File: config.mk
export PLATFORM = sky130hd
export DESIGN_NAME = multi_queue_shared_buffer
export DESIGN_NICKNAME = d
export VERILOG_FILES = /design/src/rtl/mqsb_pkg.sv /design/src/rtl/multi_queue_shared_buffer.sv /design/src/rtl/mqsb_link_ram.sv /design/src/rtl/mqsb_data_ram.sv
export SDC_FILE = /design/constraint.sdc
export NUM_CORES = 1
export LEC_CHECK = 0
export BUFFER_PORTS_ARGS = -buffer_cell sky130_fd_sc_hd__buf_2
export CAP_MARGIN = 5
export CORE_UTILIZATION = 41
export DETAILED_ROUTE_END_ITERATION = 7
export PLACE_DENSITY = 0.68
export SYNTH_ARGS = -nofsm -noshare
export SYNTH_HDL_FRONTEND = slang
export SYNTH_SLANG_ARGS = --single-unit
export TNS_END_PERCENT = 20
File: constraint.sdc
create_clock -name clk -period 8.9 [get_ports clk]
set_input_delay 1.78 -clock clk [delete_from_list [all_inputs] [get_ports clk]]
set_output_delay 1.78 -clock clk [all_outputs]
set_load 0.05 [all_outputs]
File: src/rtl/mqsb_pkg.sv
// Shared types, constants and helpers for the multi-queue shared buffer.
// Used by mqsb_link_ram, mqsb_data_ram and multi_queue_shared_buffer.
package mqsb_pkg;

  localparam int SLOTS   = 16;
  localparam int QUEUES  = 4;
  localparam int SLOT_W  = $clog2(SLOTS);
  localparam int LINK_W  = $clog2(SLOTS + 1);
  localparam int DATA_W  = 32;
  localparam int QID_W   = 2;

  typedef logic [SLOT_W-1:0] slot_idx_t;
  typedef logic [LINK_W-1:0] link_t;

  localparam link_t LINK_NIL = link_t'(SLOTS);

  localparam logic OP_PUSH = 1'b0;
  localparam logic OP_POP  = 1'b1;

  localparam logic [1:0] STATUS_OK       = 2'd0;
  localparam logic [1:0] STATUS_OVERFLOW = 2'd1;
  localparam logic [1:0] STATUS_EMPTY    = 2'd2;

  typedef struct packed {
    logic                     op;
    logic [QID_W-1:0]         queue_id;
    logic signed [DATA_W-1:0] push_data;
  } in_item_t;

  typedef struct packed {
    logic signed [DATA_W-1:0] pop_data;
    logic [1:0]               status;
  } out_item_t;

  typedef struct packed {
    logic      wr_en;
    slot_idx_t wr_addr;
    link_t     wr_data;
    slot_idx_t rd_addr;
  } link_req_t;

  typedef struct packed {
    logic              wr_en;
    slot_idx_t         wr_addr;
    logic [DATA_W-1:0] wr_data;
    slot_idx_t         rd_addr;
  } data_req_t;

  function automatic logic is_slot(link_t x);
    return x < link_t'(SLOTS);
  endfunction

  // Reset chain: every slot points at the next, the last one at null.
  function automatic link_t link_init(slot_idx_t i);
    return link_t'(i) + link_t'(1);
  endfunction

endpackage

File: src/rtl/multi_queue_shared_buffer.sv
// Top level: several FIFO queues threaded through one shared slot store.
// Depends on mqsb_pkg, mqsb_link_ram and mqsb_data_ram.
//
//   channel   handshake             payload
//   input     start, busy           in_item  (op, queue_id, push_data)
//   result    out_valid (strobe)    out_item (pop_data, status)
//
// Each item passes IDLE then EXEC: the accept cycle reads the link and
// data stores, the EXEC cycle uses the link read back and writes the freed
// or new link. One result per item, strobed the cycle after that; busy is
// high in EXEC, so a new item is only taken once the last one leaves it.
// Synchronous active-low reset empties every queue and threads all slots
// into the free list; no clearing pass is needed. Results cannot be stalled.
module multi_queue_shared_buffer
  import mqsb_pkg::*;
(
  input  logic      clk,
  input  logic      rst_n,
  input  logic      start,
  output logic      busy,
  input  in_item_t  in_item,
  output logic      out_valid,
  output out_item_t out_item
);

  typedef enum logic [1:0] {
    ST_IDLE = 2'b01,
    ST_EXEC = 2'b10
  } state_t;

  state_t            state_r, state_nxt;
  logic              op_r;
  logic [QID_W-1:0]  q_r;
  logic              ok_r;
  link_t             slot_r;
  link_t             free_head_r;
  link_t             head_r [QUEUES];
  link_t             tail_r [QUEUES];
  logic              out_valid_r;
  out_item_t         out_item_r;

  logic              accept;
  logic              q_in_range;
  logic              push_ok;
  logic              pop_ok;
  logic              item_ok;
  link_t             sel_slot;
  link_t             cur_head;
  link_t             cur_tail;
  link_req_t         link_req;
  data_req_t         data_req;
  link_t             link_rd;
  logic [DATA_W-1:0] data_rd;

  assign accept     = start && (state_r == ST_IDLE);
  assign busy       = (state_r == ST_EXEC);
  assign q_in_range = int'(in_item.queue_id) < QUEUES;
  assign cur_head   = head_r[in_item.queue_id];
  assign cur_tail   = tail_r[in_item.queue_id];
  assign push_ok    = q_in_range && is_slot(free_head_r);
  assign pop_ok     = q_in_range && is_slot(cur_head);
  assign item_ok    = (in_item.op == OP_POP) ? pop_ok : push_ok;
  assign sel_slot   = (in_item.op == OP_POP) ? cur_head : free_head_r;

  always_comb begin
    link_req         = '0;
    link_req.rd_addr = sel_slot[SLOT_W-1:0];
    if (state_r == ST_EXEC) begin
      // close the item's own slot: null for a push, free-list head for a pop
      link_req.wr_en   = ok_r;
      link_req.wr_addr = slot_r[SLOT_W-1:0];
      link_req.wr_data = (op_r == OP_POP) ? free_head_r : LINK_NIL;
    end else begin
      // append the new slot behind a live tail
      link_req.wr_en   = accept && (in_item.op == OP_PUSH) && push_ok &&
                         is_slot(cur_head) && is_slot(cur_tail);
      link_req.wr_addr = cur_tail[SLOT_W-1:0];
      link_req.wr_data = free_head_r;
    end
  end

  always_comb begin
    data_req         = '0;
    data_req.rd_addr = sel_slot[SLOT_W-1:0];
    data_req.wr_en   = accept && (in_item.op == OP_PUSH) && push_ok;
    data_req.wr_addr = free_head_r[SLOT_W-1:0];
    data_req.wr_data = in_item.push_data;
  end

  mqsb_link_ram u_link_ram (
    .clk     (clk),
    .rst_n   (rst_n),
    .req     (link_req),
    .rd_data (link_rd)
  );

  mqsb_data_ram u_data_ram (
    .clk     (clk),
    .req     (data_req),
    .rd_data (data_rd)
  );

  always_comb begin
    state_nxt = state_r;
    unique case (state_r)
      ST_IDLE: if (accept) state_nxt = ST_EXEC;
      ST_EXEC: state_nxt = ST_IDLE;
      default: state_nxt = ST_IDLE;
    endcase
  end

  // control state
  always_ff @(posedge clk) begin
    if (!rst_n) begin
      state_r     <= ST_IDLE;
      free_head_r <= '0;
      out_valid_r <= 1'b0;
      for (int i = 0; i < QUEUES; i++) begin
        head_r[i] <= LINK_NIL;
        tail_r[i] <= LINK_NIL;
      end
    end else begin
      state_r     <= state_nxt;
      out_valid_r <= (state_r == ST_EXEC);
      if (accept && (in_item.op == OP_PUSH) && push_ok) begin
        if (!is_slot(cur_head)) begin
          head_r[in_item.queue_id] <= free_head_r;
        end
        tail_r[in_item.queue_id] <= free_head_r;
      end
      if ((state_r == ST_EXEC) && ok_r) begin
        if (op_r == OP_POP) begin
          head_r[q_r] <= link_rd;
          free_head_r <= slot_r;
        end else begin
          free_head_r <= link_rd;
        end
      end
    end
  end

  // item context and result payload
  always_ff @(posedge clk) begin
    if (accept) begin
      op_r   <= in_item.op;
      q_r    <= in_item.queue_id;
      ok_r   <= item_ok;
      slot_r <= sel_slot;
    end
    if (state_r == ST_EXEC) begin
      if (op_r == OP_POP) begin
        out_item_r.pop_data <= ok_r ? data_rd : '1;
        out_item_r.status   <= ok_r ? STATUS_OK : STATUS_EMPTY;
      end else begin
        out_item_r.pop_data <= '0;
        out_item_r.status   <= ok_r ? STATUS_OK : STATUS_OVERFLOW;
      end
    end
  end

  assign out_valid = out_valid_r;
  assign out_item  = out_item_r;

endmodule

File: src/rtl/mqsb_link_ram.sv
// Next-link store: one write and one registered read per cycle.
// Entries not yet written read as the reset chain. Depends on mqsb_pkg.
module mqsb_link_ram
  import mqsb_pkg::*;
(
  input  logic      clk,
  input  logic      rst_n,
  input  link_req_t req,
  output link_t     rd_data
);

  link_t            mem [SLOTS];
  logic [SLOTS-1:0] valid_r;
  link_t            rd_q_r;
  logic             rd_valid_r;
  slot_idx_t        rd_addr_r;

  always_ff @(posedge clk) begin
    if (req.wr_en) begin
      mem[req.wr_addr] <= req.wr_data;
    end
    rd_q_r    <= mem[req.rd_addr];
    rd_addr_r <= req.rd_addr;
  end

  always_ff @(posedge clk) begin
    if (!rst_n) begin
      valid_r    <= '0;
      rd_valid_r <= 1'b0;
    end else begin
      rd_valid_r <= valid_r[req.rd_addr];
      if (req.wr_en) begin
        valid_r[req.wr_addr] <= 1'b1;
      end
    end
  end

  assign rd_data = rd_valid_r ? rd_q_r : link_init(rd_addr_r);

endmodule

File: src/rtl/mqsb_data_ram.sv
// Slot data store: one write and one registered read per cycle.
// Contents undefined until written. Depends on mqsb_pkg.
module mqsb_data_ram
  import mqsb_pkg::*;
(
  input  logic              clk,
  input  data_req_t         req,
  output logic [DATA_W-1:0] rd_data
);

  logic [DATA_W-1:0] mem [SLOTS];
  logic [DATA_W-1:0] rd_q_r;

  always_ff @(posedge clk) begin
    if (req.wr_en) begin
      mem[req.wr_addr] <= req.wr_data;
    end
    rd_q_r <= mem[req.rd_addr];
  end

  assign rd_data = rd_q_r;

endmodule

# After elaboration in Yosys (flattened, before gate mapping)

Memories as Yosys holds them, arrays and structs flattened. A register that Yosys moved wholly into a read port is not among the register bits.
Index checks and enable logic that the tools add are counted.

Equal/unequal tests: 2
Magnitude comparators: 6
Bitwise operators: 2
Reductions and logical operators: 11
Mux-type cells: 38
Add/subtract/negate cells: 1

Operators with widths:

| cell                                                                          | count |
|---|---|
| 5-bit two-way mux                                                             | 7 |
| 32-bit two-way mux                                                            | 1 |
| 1-bit two-way mux                                                             | 22 |
| 16-bit bitwise OR                                                             | 1 |
| 5-bit less-than comparator (second input constant)                            | 3 |
| 5-bit OR reduction                                                            | 3 |
| 4-bit by 5-bit less-than comparator with 1-bit output (second input constant) | 2 |
| 10-bit two-way mux                                                            | 1 |
| 2-bit two-way mux                                                             | 5 |
| 1-bit logical AND                                                             | 7 |
| 4-bit by 1-bit adder with 5-bit output (second input constant)                | 1 |
| 1-bit binary-select mux with 4-bit select                                     | 1 |
| 1-bit demux with 4-bit select                                                 | 1 |
| 4-bit by 1-bit >= comparator with 1-bit output (second input constant)        | 1 |
| 2-bit by 1-bit == test with 1-bit output (second input constant)              | 1 |
| 2-bit == test (second input constant)                                         | 1 |
| 2-bit AND reduction                                                           | 1 |
| 1-bit NOT                                                                     | 1 |

Output and inout port bits: 36
Word-level logic and storage cells: 76
Input port bits: 38
Memories kept: 4
Memory bits (writable): 632
Register bits: 72

Memories:

| memory         | words | bits a word | read ports | clocked after memory_dff | write ports | line                            | text |
|---|---|---|---|---|---|---|---|
| u_data_ram.mem | 16    | 32          | 1          | 1                        | 1           | mqsb_data_ram.sv:11             | `logic [DATA_W-1:0] mem [SLOTS];` |
| u_link_ram.mem | 16    | 5           | 1          | 1                        | 1           | mqsb_link_ram.sv:12             | `link_t mem [SLOTS];` |
| head_r         | 4     | 5           | 1          | 0                        | 4           | multi_queue_shared_buffer.sv:37 | `link_t head_r [QUEUES];` |
| tail_r         | 4     | 5           | 1          | 0                        | 4           | multi_queue_shared_buffer.sv:38 | `link_t tail_r [QUEUES];` |

# Depth between registers and ports, before layout

Gate-level depths: netlist (run 1).

Word-level depth: 12
Mapped depth: 10

# By module

Synthesis (run 1) repeated with hierarchy kept, for this count alone.

Cell total of the unflattened synthesis: 1368
Area, all modules: 27973.1 um2

Modules (own cells, without submodules):

| module                    | instances | sequential area each (um2) | area an instance (um2) | cells an instance |
|---|---|---|---|---|
| mqsb_data_ram             | 1         | 16015.4                    | 19854.0                | 838 |
| mqsb_link_ram             | 1         | 2922.8                     | 4061.4                 | 224 |
| multi_queue_shared_buffer | 1         | 2652.5                     | 4057.6                 | 306 |

# Worst setup path before layout (run 1)

No wires, ideal clock.

Path kind: input-to-reg
Start point: in start
End point: mem u_data_ram.mem[0][0], enable pin
Stages: 5
Arrival: 5804 ps
Setup time: 513 ps
Buffers on the path: 0
Slack: 2583 ps
Cells stage by stage: nand3b_1 -> inv_1 -> nand2_1 -> nor2_1 -> nor4b_1

Cells in the longest elaborated chain, start to end: 5

Ends and longest elaborated chain:

| item                                    | line                            | text |
|---|---|---|
| start: declaration                      | multi_queue_shared_buffer.sv:19 | `input logic start,` |
| 1-bit logical AND                       | multi_queue_shared_buffer.sv:55 | `assign accept = start && (state_r == ST_IDLE);` |
| 1-bit logical AND (2 in series)         | multi_queue_shared_buffer.sv:85 | `data_req.wr_en = accept && (in_item.op == OP_PUSH) && push_ok;` |
| 1-bit two-way mux                       | mqsb_data_ram.sv:15             | `if (req.wr_en) begin` |
| 1-bit two-way mux (not written as such) | mqsb_data_ram.sv:16             | `mem[req.wr_addr] <= req.wr_data;` |
| end: declaration                        | mqsb_data_ram.sv:11             |  |

No other way between the ends.

# Worst setup path after layout (run 1)

Start point: in in_item[33] in the netlist's numbering
End point: reg u_data_ram.rd_q_r[27], in the netlist u_data_ram.rd_data[27], read port of u_data_ram.mem

Cells in the longest elaborated chain, start to end: 2

Ends and longest elaborated chain:

| item                  | line                            | text |
|---|---|---|
| start: declaration    | multi_queue_shared_buffer.sv:21 | `input in_item_t in_item,` |
| memory read 4 x 5 bit | --                              |  |
| 5-bit two-way mux     | multi_queue_shared_buffer.sv:63 | `assign sel_slot = (in_item.op == OP_POP) ? cur_head : free_head_r;` |
| end: declaration      | mqsb_data_ram.sv:12             | `logic [DATA_W-1:0] rd_q_r;` |

No other way between the ends.
A chain may end at the register's enable or synchronous reset.

==> results of run 1 <==
[power by group through the flow]
stage               sequential, mW  combinational, mW  clock [mW]
floorplan                     3.94              0.254           0
global placement              3.94              0.377           0
detailed placement            3.94              0.384           0
CTS                           3.86              0.385        3.31
global route                  3.87              0.419        3.44
finish                        3.86              0.383        3.26
[critical path: cells and delay by family]
kind | cells | cell delay (ns)
buffers and inverters | 3 | 1.86
AND/OR/NAND/NOR | 3 | 0.30
AO/OA/AOI/OAI | 1 | 0.11
multiplexers | 2 | 0.65
[flip-flops by register name, indices dropped and copies added, names as in the netlist]
| register | flops |
|---|---|
| u_data_ram.mem | 512 |
| u_link_ram.mem | 80 |
| out_item | 34 |
| u_data_ram.rd_data | 32 |
| head_r | 20 |
| tail_r | 20 |
| u_link_ram.valid_r | 16 |
| free_head_r | 5 |
| slot_r | 5 |
| u_link_ram.rd_q_r | 5 |
| u_link_ram.rd_addr_r | 4 |
| q_r | 2 |
| state_r | 2 |
| ok_r | 1 |
| op_r | 1 |
| out_valid | 1 |
| u_link_ram.rd_valid_r | 1 |
[per-layer routing]
layer  wire [um]  share of wire [%]
met1       27400                 43
met2       30800                 48
met3        4520                7.0
met4        1590                2.5
met5          55              0.086
[kinds of logic after synthesis]
kind of cell | Yosys count
buffers and inverters | 157
XOR/XNOR | 2
multiplexers | 319
AND/OR/NAND/NOR | 649
flip-flops | 741
AO/OA/AOI/OAI | 92
adder cells (fa/ha/maj) | 1
[how the worst max path moves through the flow]
stage / from / end / slack [ns] / cells past startpoint
2_1_floorplan: start / u_data_ram.mem[0][0] / 2.58 / 5
3_3_place_gp: in_item[32] / u_data_ram.rd_data[16] / 3.79 / 8
3_5_place_dp: in_item[33] / u_data_ram.rd_data[16] / 3.75 / 9
4_1_cts: in_item[32] / u_data_ram.rd_data[8] / 4.38 / 8
5_1_grt: in_item[32] / u_data_ram.rd_data[11] / 4.12 / 8
6_report: in_item[33] / u_data_ram.rd_data[27] / 4.27 / 9
[placed cells by master (no fill, tap or decap), types with 9 or more instances in the layout]
cell type	n
sky130_fd_sc_hd__nand3_1	153
sky130_fd_sc_hd__clkinv_1	9
sky130_fd_sc_hd__nand2_1	335
sky130_fd_sc_hd__nor2_4	9
sky130_fd_sc_hd__a21oi_1	10
sky130_fd_sc_hd__mux2i_1	310
sky130_fd_sc_hd__clkbuf_1	18
sky130_fd_sc_hd__and2_1	16
sky130_fd_sc_hd__a21boi_0	33
sky130_fd_sc_hd__nand2b_1	13
sky130_fd_sc_hd__bufinv_16	11
sky130_fd_sc_hd__edfxtp_1	675
sky130_fd_sc_hd__o21a_1	17
sky130_fd_sc_hd__inv_1	46
sky130_fd_sc_hd__nand4_1	39
sky130_fd_sc_hd__buf_2	73
sky130_fd_sc_hd__nor2_1	53
sky130_fd_sc_hd__dfxtp_1	66
sky130_fd_sc_hd__clkbuf_16	78
sky130_fd_sc_hd__clkinv_2	13
sky130_fd_sc_hd__buf_4	28
sky130_fd_sc_hd__o21ai_0	9
[per-stage QoR]
stage / cells / utilization [%]
6_report: 3036 / 47.3
3_5_place_dp: 2895 / 43.6
3_3_place_gp: 2895 / 43.6
2_1_floorplan: 1961 / -
5_1_grt: 3035 / 47.3
4_1_cts: 3035 / 47.3
[layout make-up]
cell class / instances / area, um2 / area share (%)
Antenna cell: 1 / 2.50 / 0.00755
Clock buffer: 100 / 2070 / 6.26
Clock inverter: 40 / 508 / 1.53
Inverter: 49 / 194 / 0.585
Multi-Input combinational cell: 1063 / 7010 / 21.2
Sequential cell: 741 / 21600 / 65.1
Tap cell: 940 / 1180 / 3.55
Timing Repair Buffer: 102 / 596 / 1.80
==> key figures, run 1 <==
Setup path
  – Worst Path Max Fanout: between 150 and 200
  – Master of the slowest instance on the critical path: sky130_fd_sc_hd__buf_12
  – Arrival time reported for the critical path endpoint: 5.10 ns
  – Data required time at the worst endpoint: 9.37 ns
  – Element type at the critical path start: primary input
  – Crit-path max cell delay: 0.81 ns
  – Logic depth of the worst register-to-register path: 8
  – CP Cell Sequence: buf_2 > mux4_2 > a21oi_4 > inv_8 > buf_12 > mux2i_1 > nand2_1 > nand3_1 > nand4_1
  – Worst setup EP type: flop
  – R2R Setup Slk: 5.20 ns
  – Path type of the worst setup path: in2reg
  – R2R Path Start: free_head_r[2]
  – FF-to-FF End: u_data_ram.rd_data[27]

Cells and area
  – Share of post-route cells with drive strength above 1: between 10% and 20%
  – Final instance area: 33,200 um2
  – Count of filler cells inserted in the layout: around 6,100
  – Net count, final: 2,071
  – Synthesis-to-layout area growth: 13.9%

Global route
  – Maximum number of pins on one net before global-route repair: 155
  – Number of global-route vias before repair: 15,800
  – First-pass GRT wire length: 94.8 mm
  – Initial antenna violation count: 8
  – Total congestion overflow after global routing: 0
  – Met1 global-route usage: between 20% and 30%
  – Gr busiest metal: met2
  – Global-route met3 utilization: 4.10%
  – GRT met2 Usage: 29.3%
  – Global-route usage over all layers: about 18%

STA
  – Number of pins exceeding their max-slew limit in the final report: 0
  – F_max: around 0.22 GHz
  – Total negative slack: 0 ns
  – Worst slew margin relative to its limit: 19.6%
  – Crit share post-route: 52.0%
  – Final period demand of the worst path: 4.63 ns
  – Final hold vios: 0
  – Setup ws final: 4.27 ns
  – Worst hold-check slack: 0.463 ns
  – Post-Route Skew: roughly 0.022 ns
  – Slew of the pin with the lowest slew margin: 1.20 ns
  – Unrepaired setup endpoints after global routing: false
  – Final setup violation count: 0

Hold path
  – Hold EP: u_link_ram.valid_r[15]
  – Critical hold path startpoint: u_link_ram.valid_r[15]
  – Instance count along the most critical hold path: 1
  – Hold Crit Class: reg2reg

Clocking
  – Clock tree from TritonCTS: yes
  – Number of H-tree levels: 3
  – Largest buffer count on any clock path: 3
  – Number of clock sinks: 741
  – Setup bufs post-CTS: 0
  – Clock-pin slew of the registers on the worst-case setup and hold paths: ~0.06 ns
  – Clock latency reported for the late side of the worst-skew pair: 0.62 ns
  – Number of instances resized during post-cts repair: 0
  – Post-CTS Hold Fix Bufs: 0
  – Root buf cell: sky130_fd_sc_hd__clkbuf_16
  – CTS buffer count: 75

Yosys
  – Number of flops mapped to enable cells by yosys: around 680
  – Mean Syn Cell Area: 14.8 um2
  – Largest family of logic cells by synthesized area: multiplexers
  – Flop and latch count out of synthesis: 741
  – Most frequent cells after synthesis: 675 x sky130_fd_sc_hd__edfxtp_1, 335 x sky130_fd_sc_hd__nand2_1, 310 x sky130_fd_sc_hd__mux2i_1, 153 x sky130_fd_sc_hd__nand3_1, 66 x sky130_fd_sc_hd__dfxtp_1
  – Synth cell types: 53
  – Sequential area share after synthesis: around three quarters
  – Synthesized area: approximately 29,000 um2
  – Proportion of synthesized area in mux cells: 11.3%
  – Net Count, Synth: 2,000
  – Area share of xor/xnor cells in the synthesized design: 0.0602%
  – Cell type with the highest aggregate area in the netlist: sky130_fd_sc_hd__edfxtp_1
  – Synth async-reset ratio: 0%
  – Most used flip-flop cell after synthesis: sky130_fd_sc_hd__edfxtp_1
  – Share of Yosys cell area claimed by the top area cell type: just under 70%
  – Post-Synth Adder-Cell Area: less than 1%
  – Post-Synthesis Cells: ~2,000
  – Area fraction in compound gates after synthesis: 2.29%
  – Most frequent cell after synthesis: sky130_fd_sc_hd__edfxtp_1
  – Top post-synthesis cells by area: sky130_fd_sc_hd__edfxtp_1 70%, sky130_fd_sc_hd__mux2i_1 11%, sky130_fd_sc_hd__dfxtp_1 4.5%
  – Post-synthesis share of cell area spent on and, or, nand and nor gates: around a tenth
  – Yosys warns: 0

Power
  – Leakage power: 11.2 nW
  – Final Total Pwr: 7.51 mW
  – Part of the total power dissipated in sequential elements: 51.5%
  – Relative contribution of the clock network to total power: 43.4%
  – Power per standard cell area: 226 nW/um2
  – Proportion of power drawn by combinational gates: 5.1%
  – Fraction of power spent switching nets: 20.9%
  – Cell-internal power: ~6 mW
  – Worst supply voltage drop on vdd: 147 uV
  – Net switching power: roughly 1.6 mW

Floorplanning
  – Core Area: 70,100 um2
  – I/O pin count: 74
  – Die Width: 268 um
  – DIE HEIGHT: roughly 270 um
  – Floorplan die area: approximately 72,000 um2
  – Placement row count: 97
  – Initial cell density of the core: 41.5%

Routing
  – Total vias in the final route: 16,100
  – DRC marker count from the first detailed-route iteration: 1,145
  – Number of detailed-routing iterations run before antenna repair: 5
  – Routed Antenna Nets: 0
  – Count of unresolved DRC violations after routing: 0
  – WL/cell: between 20 and 25 um
  – Total detailed-routing wirelength: 64.3 mm
  – Number of vias per cell after detailed routing: approximately 5.3

Status
  – Run status: finished clean

Flow run
  – Max-Cap Viols: 0

Placement
  – Weighted congestion at the end of routability-driven global placement: ~0.8
  – Count of input and output buffers: 73
  – Post-placement worst setup slack: 3.75 ns
  – Total placed instance area: 30,600 um2
  – Detailed placement HPWL: around 33 mm
(Power assumes the default switching activity.)
==> inputs of run 2 (changes only) <==
==> constraint.sdc (replaced) <==
create_clock -name clk -period 4.57 [get_ports clk]
set_input_delay 0.914 -clock clk [delete_from_list [all_inputs] [get_ports clk]]
set_output_delay 0.914 -clock clk [all_outputs]
set_load 0.05 [all_outputs]
==> run 2 against run 1 <==
Net effect: sequential share of layout area down 0.14 points; first-iteration DRC count up 29%; register-to-register slack worse by 3.5 ns; count of clock-buffer cells in the layout up 4.
==> key figures, run 2 (synthesis gave the netlist of run 1 again) <==
Power
  – Leakage power: 11.2 nW (+0.29%)
  – Net switching power: 3.14 mW (+100%)
  – Final Total Pwr: 14.3 mW (+91%)
  – Fraction of power spent switching nets: 21.9% (+1.0 points)
  – Part of the total power dissipated in sequential elements: 52.5% (+1.0 points)
  – Worst supply voltage drop on vdd: 275 uV (+87%)
  – Relative contribution of the clock network to total power: 42.1% (-1.3 points)
  – Cell-internal power: 11.2 mW (+88%)
  – Proportion of power drawn by combinational gates: 5.4% (+0.3 points)
  – Power per standard cell area: 431 nW/um2 (+90%)

STA
  – Unrepaired setup endpoints after global routing: false
  – Slew of the pin with the lowest slew margin: 1.19 ns (-0.0136 ns)
  – Number of pins exceeding their max-slew limit in the final report: 0 (unchanged)
  – Final setup violation count: 0 (unchanged)
  – Crit share post-route: 70.4%
  – F_max: 0.311 GHz
  – Final hold vios: 0 (unchanged)
  – Worst slew margin relative to its limit: 20.4% (+0.78 points)
  – Final period demand of the worst path: 3.22 ns
  – Post-Route Skew: 0.0229 ns (+0.000720 ns)

Hold path
  – Hold Crit Class: reg2reg
  – Critical hold path startpoint: u_link_ram.valid_r[13]
  – Instance count along the most critical hold path: 1 (unchanged)

Routing
  – WL/cell: 21.5 um (+1.4%)
  – Routed Antenna Nets: 0 (unchanged)
  – Total length of routed met3 wires: 4.62 mm (+2.2%)
  – Count of unresolved DRC violations after routing: 0 (unchanged)
  – DRC marker count from the first detailed-route iteration: 1,479 (+29%)
  – Met2 Wirelength: 31.2 mm (+1.5%)
  – Highest Signal Layer: met5
  – Detailed-routing wirelength on met1: 27.9 mm (+2.0%)
  – Total detailed-routing wirelength: 65.5 mm (+1.9%)
  – Number of vias per cell after detailed routing: 5.29 (-0.18%)
  – Number of detailed-routing iterations run before antenna repair: 6 (+1)
  – Total vias in the final route: 16,200 (+0.35%)

Floorplanning
  – Die Width: 268 um (unchanged)
  – Floorplan die area: 72,100 um2 (unchanged)
  – I/O pin count: 74 (unchanged)
  – Placement row count: 97 (unchanged)
  – Initial cell density of the core: 41.5% (unchanged)
  – Core Area: 70,100 um2 (unchanged)
  – DIE HEIGHT: 268 um (unchanged)

Clocking
  – Root buf cell: sky130_fd_sc_hd__clkbuf_16
  – Number of clock sinks: 741 (unchanged)
  – Clock tree from TritonCTS: yes
  – Clock latency reported for the late side of the worst-skew pair: 0.63 ns (about the same)
  – Number of instances resized during post-cts repair: 0 (unchanged)
  – Largest buffer count on any clock path: 3 (unchanged)
  – Setup bufs post-CTS: 0 (unchanged)
  – CTS buffer count: 75 (unchanged)
  – Number of H-tree levels: 3 (unchanged)
  – Post-CTS Hold Fix Bufs: 0 (unchanged)
  – Clock-pin slew of the registers on the worst-case setup and hold paths: 0.06 ns (about the same)

Setup path
  – Worst setup EP type: flop
  – Path type of the worst setup path: in2reg
  – R2R Path Start: free_head_r[0]
  – Element type at the critical path start: primary input
  – Worst Path Max Fanout: 106 (-31%)
  – Logic depth of the worst register-to-register path: 5 (-3)
  – Data required time at the worst endpoint: 5.06 ns (-4.31 ns)
  – Arrival time reported for the critical path endpoint: 3.71 ns (-1.39 ns)
  – Worst setup path startpoint: in_item[33]

Cells and area
  – Final instance area: 33,200 um2 (+0.22%)
  – Largest reg by FF count: u_data_ram.mem
  – Max FFs per register: 512 (unchanged)
  – Count of filler cells inserted in the layout: 6,062 (-0.72%)
  – Net count, final: 2,089 (+0.87%)
  – Commonest non-fill, non-tap cell in the layout: sky130_fd_sc_hd__edfxtp_1
  – Top library cells by usage in the layout, fill and taps aside: 675 x sky130_fd_sc_hd__edfxtp_1, 335 x sky130_fd_sc_hd__nand2_1, 310 x sky130_fd_sc_hd__mux2i_1
  – Synthesis-to-layout area growth: 14.1%
  – Share of post-route cells with drive strength above 1: 12.5% (+0.53 points)

Placement
  – Weighted congestion at the end of routability-driven global placement: 0.841 (+5.6%)
  – Count of input and output buffers: 73 (unchanged)
  – Total placed instance area: 30,800 um2 (+0.72%)
  – Detailed placement HPWL: 34.2 mm (+3.7%)

Global route
  – Total congestion overflow after global routing: 0 (unchanged)
  – Number of global-route vias before repair: 16,000 (+1.1%)
  – Global-route usage over all layers: 18.2% (+0.38 points)
  – Initial antenna violation count: 10 (+2)
  – First-pass GRT wire length: 97.3 mm (+2.7%)
  – Maximum number of pins on one net before global-route repair: 154 (-0.65%)

Flow run
  – Max-Cap Viols: 0 (unchanged)

Status
  – Run status: finished clean
==> run 2: cell count changes in the layout (fill, tap and decap cells not counted), moves of 2 or more <==
cell                         previous run  this run
sky130_fd_sc_hd__clkbuf_16             78        76
sky130_fd_sc_hd__clkbuf_8               4         7
sky130_fd_sc_hd__clkinvlp_4             1         3
sky130_fd_sc_hd__clkinv_2              13        10
sky130_fd_sc_hd__clkinv_16              0         2
sky130_fd_sc_hd__bufinv_16             11         4
sky130_fd_sc_hd__buf_4                 28        40
sky130_fd_sc_hd__clkbuf_1              18        21
sky130_fd_sc_hd__buf_12                 1         7
==> run 2: power groups by stage <==
stage          combinational (mW)  sequential, mW  clock [mW]
2_1_floorplan               0.494            7.66           0
3_3_place_gp                0.762            7.66           0
3_5_place_dp                0.779            7.66           0
4_1_cts                     0.784            7.52        6.12
5_1_grt                     0.848            7.52        6.36
6_report                    0.778            7.52        6.03
==> run 2: path summary, 6_finish.rpt <==
| kind | end | slack (ns) |
|---|---|---|
| hold / removal | u_link_ram.valid_r[13] | 0.47 |
| hold reg to reg | u_link_ram.valid_r[13] | 0.47 |
| setup reg to reg | u_data_ram.rd_data[4] | 1.68 |
| setup / recovery | u_data_ram.rd_data[1] | 1.35 |
==> run 2: worst max-delay path, stage by stage <==
cell                      delay, ns
sky130_fd_sc_hd__buf_2         0.41
sky130_fd_sc_hd__mux4_2        0.34
sky130_fd_sc_hd__a21oi_4       0.11
sky130_fd_sc_hd__inv_8         0.74
sky130_fd_sc_hd__buf_4         0.55
sky130_fd_sc_hd__mux2i_1       0.26
sky130_fd_sc_hd__nand2_1       0.07
sky130_fd_sc_hd__nand3_1       0.13
sky130_fd_sc_hd__nand4_1       0.11
==> run 2: per-layer routing <==
metal / global-route usage (%) / vias up
met4: 5.80 / 14
li1: - / 7429
met5: 0 / -
met2: 29.2 / 547
met1: 24.4 / 8027
met3: 4.41 / 142
==> run 2: metrics by stage <==
stage	hold WS [ns]	cells	utilization [%]	worst slack [ns]	TNS, ns
floorplan	0.432	1961	-	-0.509	-48.89
CTS	0.467	3051	47.4	1.40	0
detailed placement	0.454	2913	43.9	0.746	0
finish	0.467	3052	47.4	1.35	0
global placement	0.442	2913	43.9	0.852	0
global route	0.491	3051	47.4	1.17	0
==> run 2: final cells by class <==
class / instances / area, um2 / share of cell area [%]
sequential: 741 / 21600 / 65.0
clock inverter: 34 / 358 / 1.08
multi-input combinational: 1063 / 7020 / 21.1
inverter: 49 / 194 / 0.584
clock buffer: 104 / 2080 / 6.25
antenna: 1 / 2.50 / 0.00753
timing repair buffer: 120 / 806 / 2.43
tap: 940 / 1180 / 3.54
==> inputs of run 3 (changes only) <==
==> constraint.sdc (replaced) <==
create_clock -name clk -period 3.2 [get_ports clk]
set_input_delay 0.64 -clock clk [delete_from_list [all_inputs] [get_ports clk]]
set_output_delay 0.64 -clock clk [all_outputs]
set_load 0.05 [all_outputs]
==> run 3 against run 2 <==
Net effect: clock skew is 0.020 ns higher; sequential power is 42% higher; combinational power is 47% higher; register-to-register slack worse by 1.1 ns; power is 43% higher; count of clock-buffer cells in the layout is 3 lower; largest cell class unchanged.
==> key figures, run 3 (synthesis gave the netlist of run 1 again) <==
Status
  – Run status: finished clean

Cells and area
  – Top library cells by usage in the layout, fill and taps aside: 675 x sky130_fd_sc_hd__edfxtp_1, 335 x sky130_fd_sc_hd__nand2_1, 310 x sky130_fd_sc_hd__mux2i_1
  – Share of post-route cells with drive strength above 1: 13.7% (+1.2 points)
  – Commonest non-fill, non-tap cell in the layout: sky130_fd_sc_hd__edfxtp_1
  – Largest reg by FF count: u_data_ram.mem
  – Combined flip-flop and latch cell area: 21,600 um2 (unchanged)
  – Count of filler cells inserted in the layout: 6,007 (-0.91%)
  – Synthesis-to-layout area growth: 15.8%
  – Max FFs per register: 512 (unchanged)
  – Net count, final: 2,116 (+1.3%)
  – Area of the multi-input gates: 7060 um2 (+0.55%)

Setup path
  – Worst setup EP type: primary output
  – Master of the slowest instance on the critical path: sky130_fd_sc_hd__dfxtp_1
  – Crit-path max cell delay: 0.33 ns (-0.41 ns)
  – Element type at the critical path start: flop
  – Arrival time reported for the critical path endpoint: 2.19 ns (-1.52 ns)
  – Path type of the worst setup path: reg2out
  – R2R Path Start: state_r[0]
  – Logic depth of the worst register-to-register path: 7 (+2)
  – R2R Setup Slk: 0.62 ns (-1.06 ns)
  – Data required time at the worst endpoint: 2.56 ns (-2.50 ns)
  – CP Cell Sequence: nand2b_1 > inv_2 > buf_4 > buf_2
  – FF-to-FF End: head_r[2][0]
  – Worst Path Max Fanout: 14 (-87%)

Floorplanning
  – Core Area: 70,100 um2 (unchanged)
  – Placement row count: 97 (unchanged)
  – Floorplan die area: 72,100 um2 (unchanged)
  – Initial cell density of the core: 41.5% (unchanged)
  – I/O pin count: 74 (unchanged)
  – DIE HEIGHT: 268 um (unchanged)
  – Die Width: 268 um (unchanged)

Clocking
  – Post-CTS Hold Fix Bufs: 0 (unchanged)
  – Clock tree from TritonCTS: yes
  – Number of instances resized during post-cts repair: 0 (unchanged)
  – Largest buffer count on any clock path: 3 (unchanged)
  – Number of clock sinks: 741 (unchanged)
  – CTS buffer count: 74 (-1.3%)
  – Setup bufs post-CTS: 0 (unchanged)
  – Root buf cell: sky130_fd_sc_hd__clkbuf_16
  – Clock latency reported for the late side of the worst-skew pair: 0.63 ns (about the same)
  – Clock-pin slew of the registers on the worst-case setup and hold paths: 0.07 ns (about the same)
  – Number of H-tree levels: 3 (unchanged)

STA
  – Setup ws final: 0.374 ns (-0.978 ns)
  – Slew of the pin with the lowest slew margin: 0.865 ns (-0.325 ns)
  – Total negative slack: 0 ns (unchanged)
  – Final hold vios: 0 (unchanged)
  – Worst hold-check slack: 0.361 ns (-0.106 ns)
  – Final setup violation count: 0 (unchanged)
  – F_max: 0.354 GHz
  – Worst slew margin relative to its limit: 42.2% (+22 points)
  – Crit share post-route: 88.3%
  – Number of pins exceeding their max-slew limit in the final report: 0 (unchanged)
  – Post-Route Skew: 0.0426 ns (+0.0197 ns)
  – Final period demand of the worst path: roughly 2.8 ns
  – Unrepaired setup endpoints after global routing: false

Routing
  – Routed Antenna Nets: 0 (unchanged)
  – Number of detailed-routing iterations run before antenna repair: 8 (+2)
  – Count of unresolved DRC violations after routing: 0 (unchanged)
  – Total detailed-routing wirelength: 65.1 mm (-0.62%)
  – WL/cell: 21.2 um (-1.4%)
  – Number of vias per cell after detailed routing: 5.26 (-0.70%)
  – Total vias in the final route: 16,200 (+0.12%)
  – DRC marker count from the first detailed-route iteration: 1,348 (-8.9%)

Power
  – Fraction of power spent switching nets: 21.7% (-0.17 points)
  – Final Total Pwr: 20.4 mW (+43%)
  – Cell-internal power: 16.0 mW (+43%)
  – Net switching power: 4.44 mW (+41%)
  – Relative contribution of the clock network to total power: 41.8% (-0.3 points)
  – Leakage power: 11.4 nW (+1.9%)
  – Power per standard cell area: 605 nW/um2 (+40%)
  – Proportion of power drawn by combinational gates: 5.6% (+0.2 points)
  – Worst supply voltage drop on vdd: 418 uV (+52%)
  – Part of the total power dissipated in sequential elements: 52.6% (about the same)

Hold path
  – Critical hold path startpoint: in_item[18]
  – Hold EP: u_data_ram.mem[4][18]
  – Instance count along the most critical hold path: 1 (unchanged)
  – Hold Crit Class: in2reg

Global route
  – Number of global-route vias before repair: 16,000 (+0.60%)
  – Initial antenna violation count: 8 (-2)
  – First-pass GRT wire length: 97.0 mm (-0.35%)
  – Maximum number of pins on one net before global-route repair: 69 (-55%)
  – Total congestion overflow after global routing: 0 (unchanged)
  – Global-route usage over all layers: 18.2% (-0.051 points)

Placement
  – Weighted congestion at the end of routability-driven global placement: 0.877 (+4.3%)
  – Count of input and output buffers: 73 (unchanged)
  – Detailed placement HPWL: 36.3 mm (+6.3%)
  – Post-placement worst setup slack: 0.188 ns (-0.558 ns)

Flow run
  – Max-Cap Viols: 0 (unchanged)
run 3: cell types whose count changed in the layout (fill, tap and decap cells not counted), moves of 3 or more:
cell / change
sky130_fd_sc_hd__clkbuf_8: -3
sky130_fd_sc_hd__nor4_2: -3
sky130_fd_sc_hd__clkbuf_16: +3
sky130_fd_sc_hd__buf_4: +7
sky130_fd_sc_hd__buf_12: +21
sky130_fd_sc_hd__nor4_4: +3
sky130_fd_sc_hd__clkbuf_1: -3
sky130_fd_sc_hd__clkinv_2: +4
run 3: area by class of cell:
type	count	area share (%)
flip-flops and latches	741	64.0
multi-input cells	1063	20.9
clock buffers	101	6.23
repair buffers	148	3.79
well taps	940	3.49
clock inverters	34	0.946
inverters	49	0.575
diodes	1	0.00742
run 3: worst max-delay path, delay by kind of cell, from the launching register on:
| family | cells | cell delay (ns) |
|---|---|---|
| buf+inv | 3 | 0.89 |
| flops | 1 | 0.33 |
| simple gates | 1 | 0.32 |
run 3: layer usage:
metal / part of all wire (%) / vias up / global-route usage, %
met5: 0.10 / - / 0
met4: 2.4 / 12 / 5.13
met3: 6.0 / 117 / 3.63
met2: 48 / 483 / 30.0
met1: 43 / 8081 / 24.3
li1: - / 7485 / -
run 3: worst max path at each step:
stage | end | slack [ns] | depth (start not counted) | startpoint
after global placement | u_link_ram.mem[9][4] | 0.26 | 6 | in_item[32]
after floorplan | u_data_ram.mem[2][0] | -0.91 | 6 | start
after CTS | busy | 0.35 | 4 | state_r[0]
final | busy | 0.37 | 4 | state_r[0]
after global routing | busy | 0.28 | 4 | state_r[0]
after detailed placement | u_link_ram.mem[13][3] | 0.19 | 6 | in_item[32]
run 3: power by group through the flow:
stage / combinational [mW] / clock (mW) / sequential [mW]
after floorplan: 0.707 / 0 / 10.9
after global placement: 1.12 / 0 / 10.9
after detailed placement: 1.14 / 0 / 10.9
after CTS: 1.15 / 8.68 / 10.7
after global routing: 1.24 / 9.04 / 10.7
final: 1.14 / 8.54 / 10.7
run 3: metrics by stage:
step	std cells	area, um2	util, %
finish	3077	33700	48.1
global route	3077	33700	48.1
CTS	3076	33700	48.1
detailed placement	2941	31300	44.6
global placement	2941	31300	44.6
floorplan	1961	29200	-
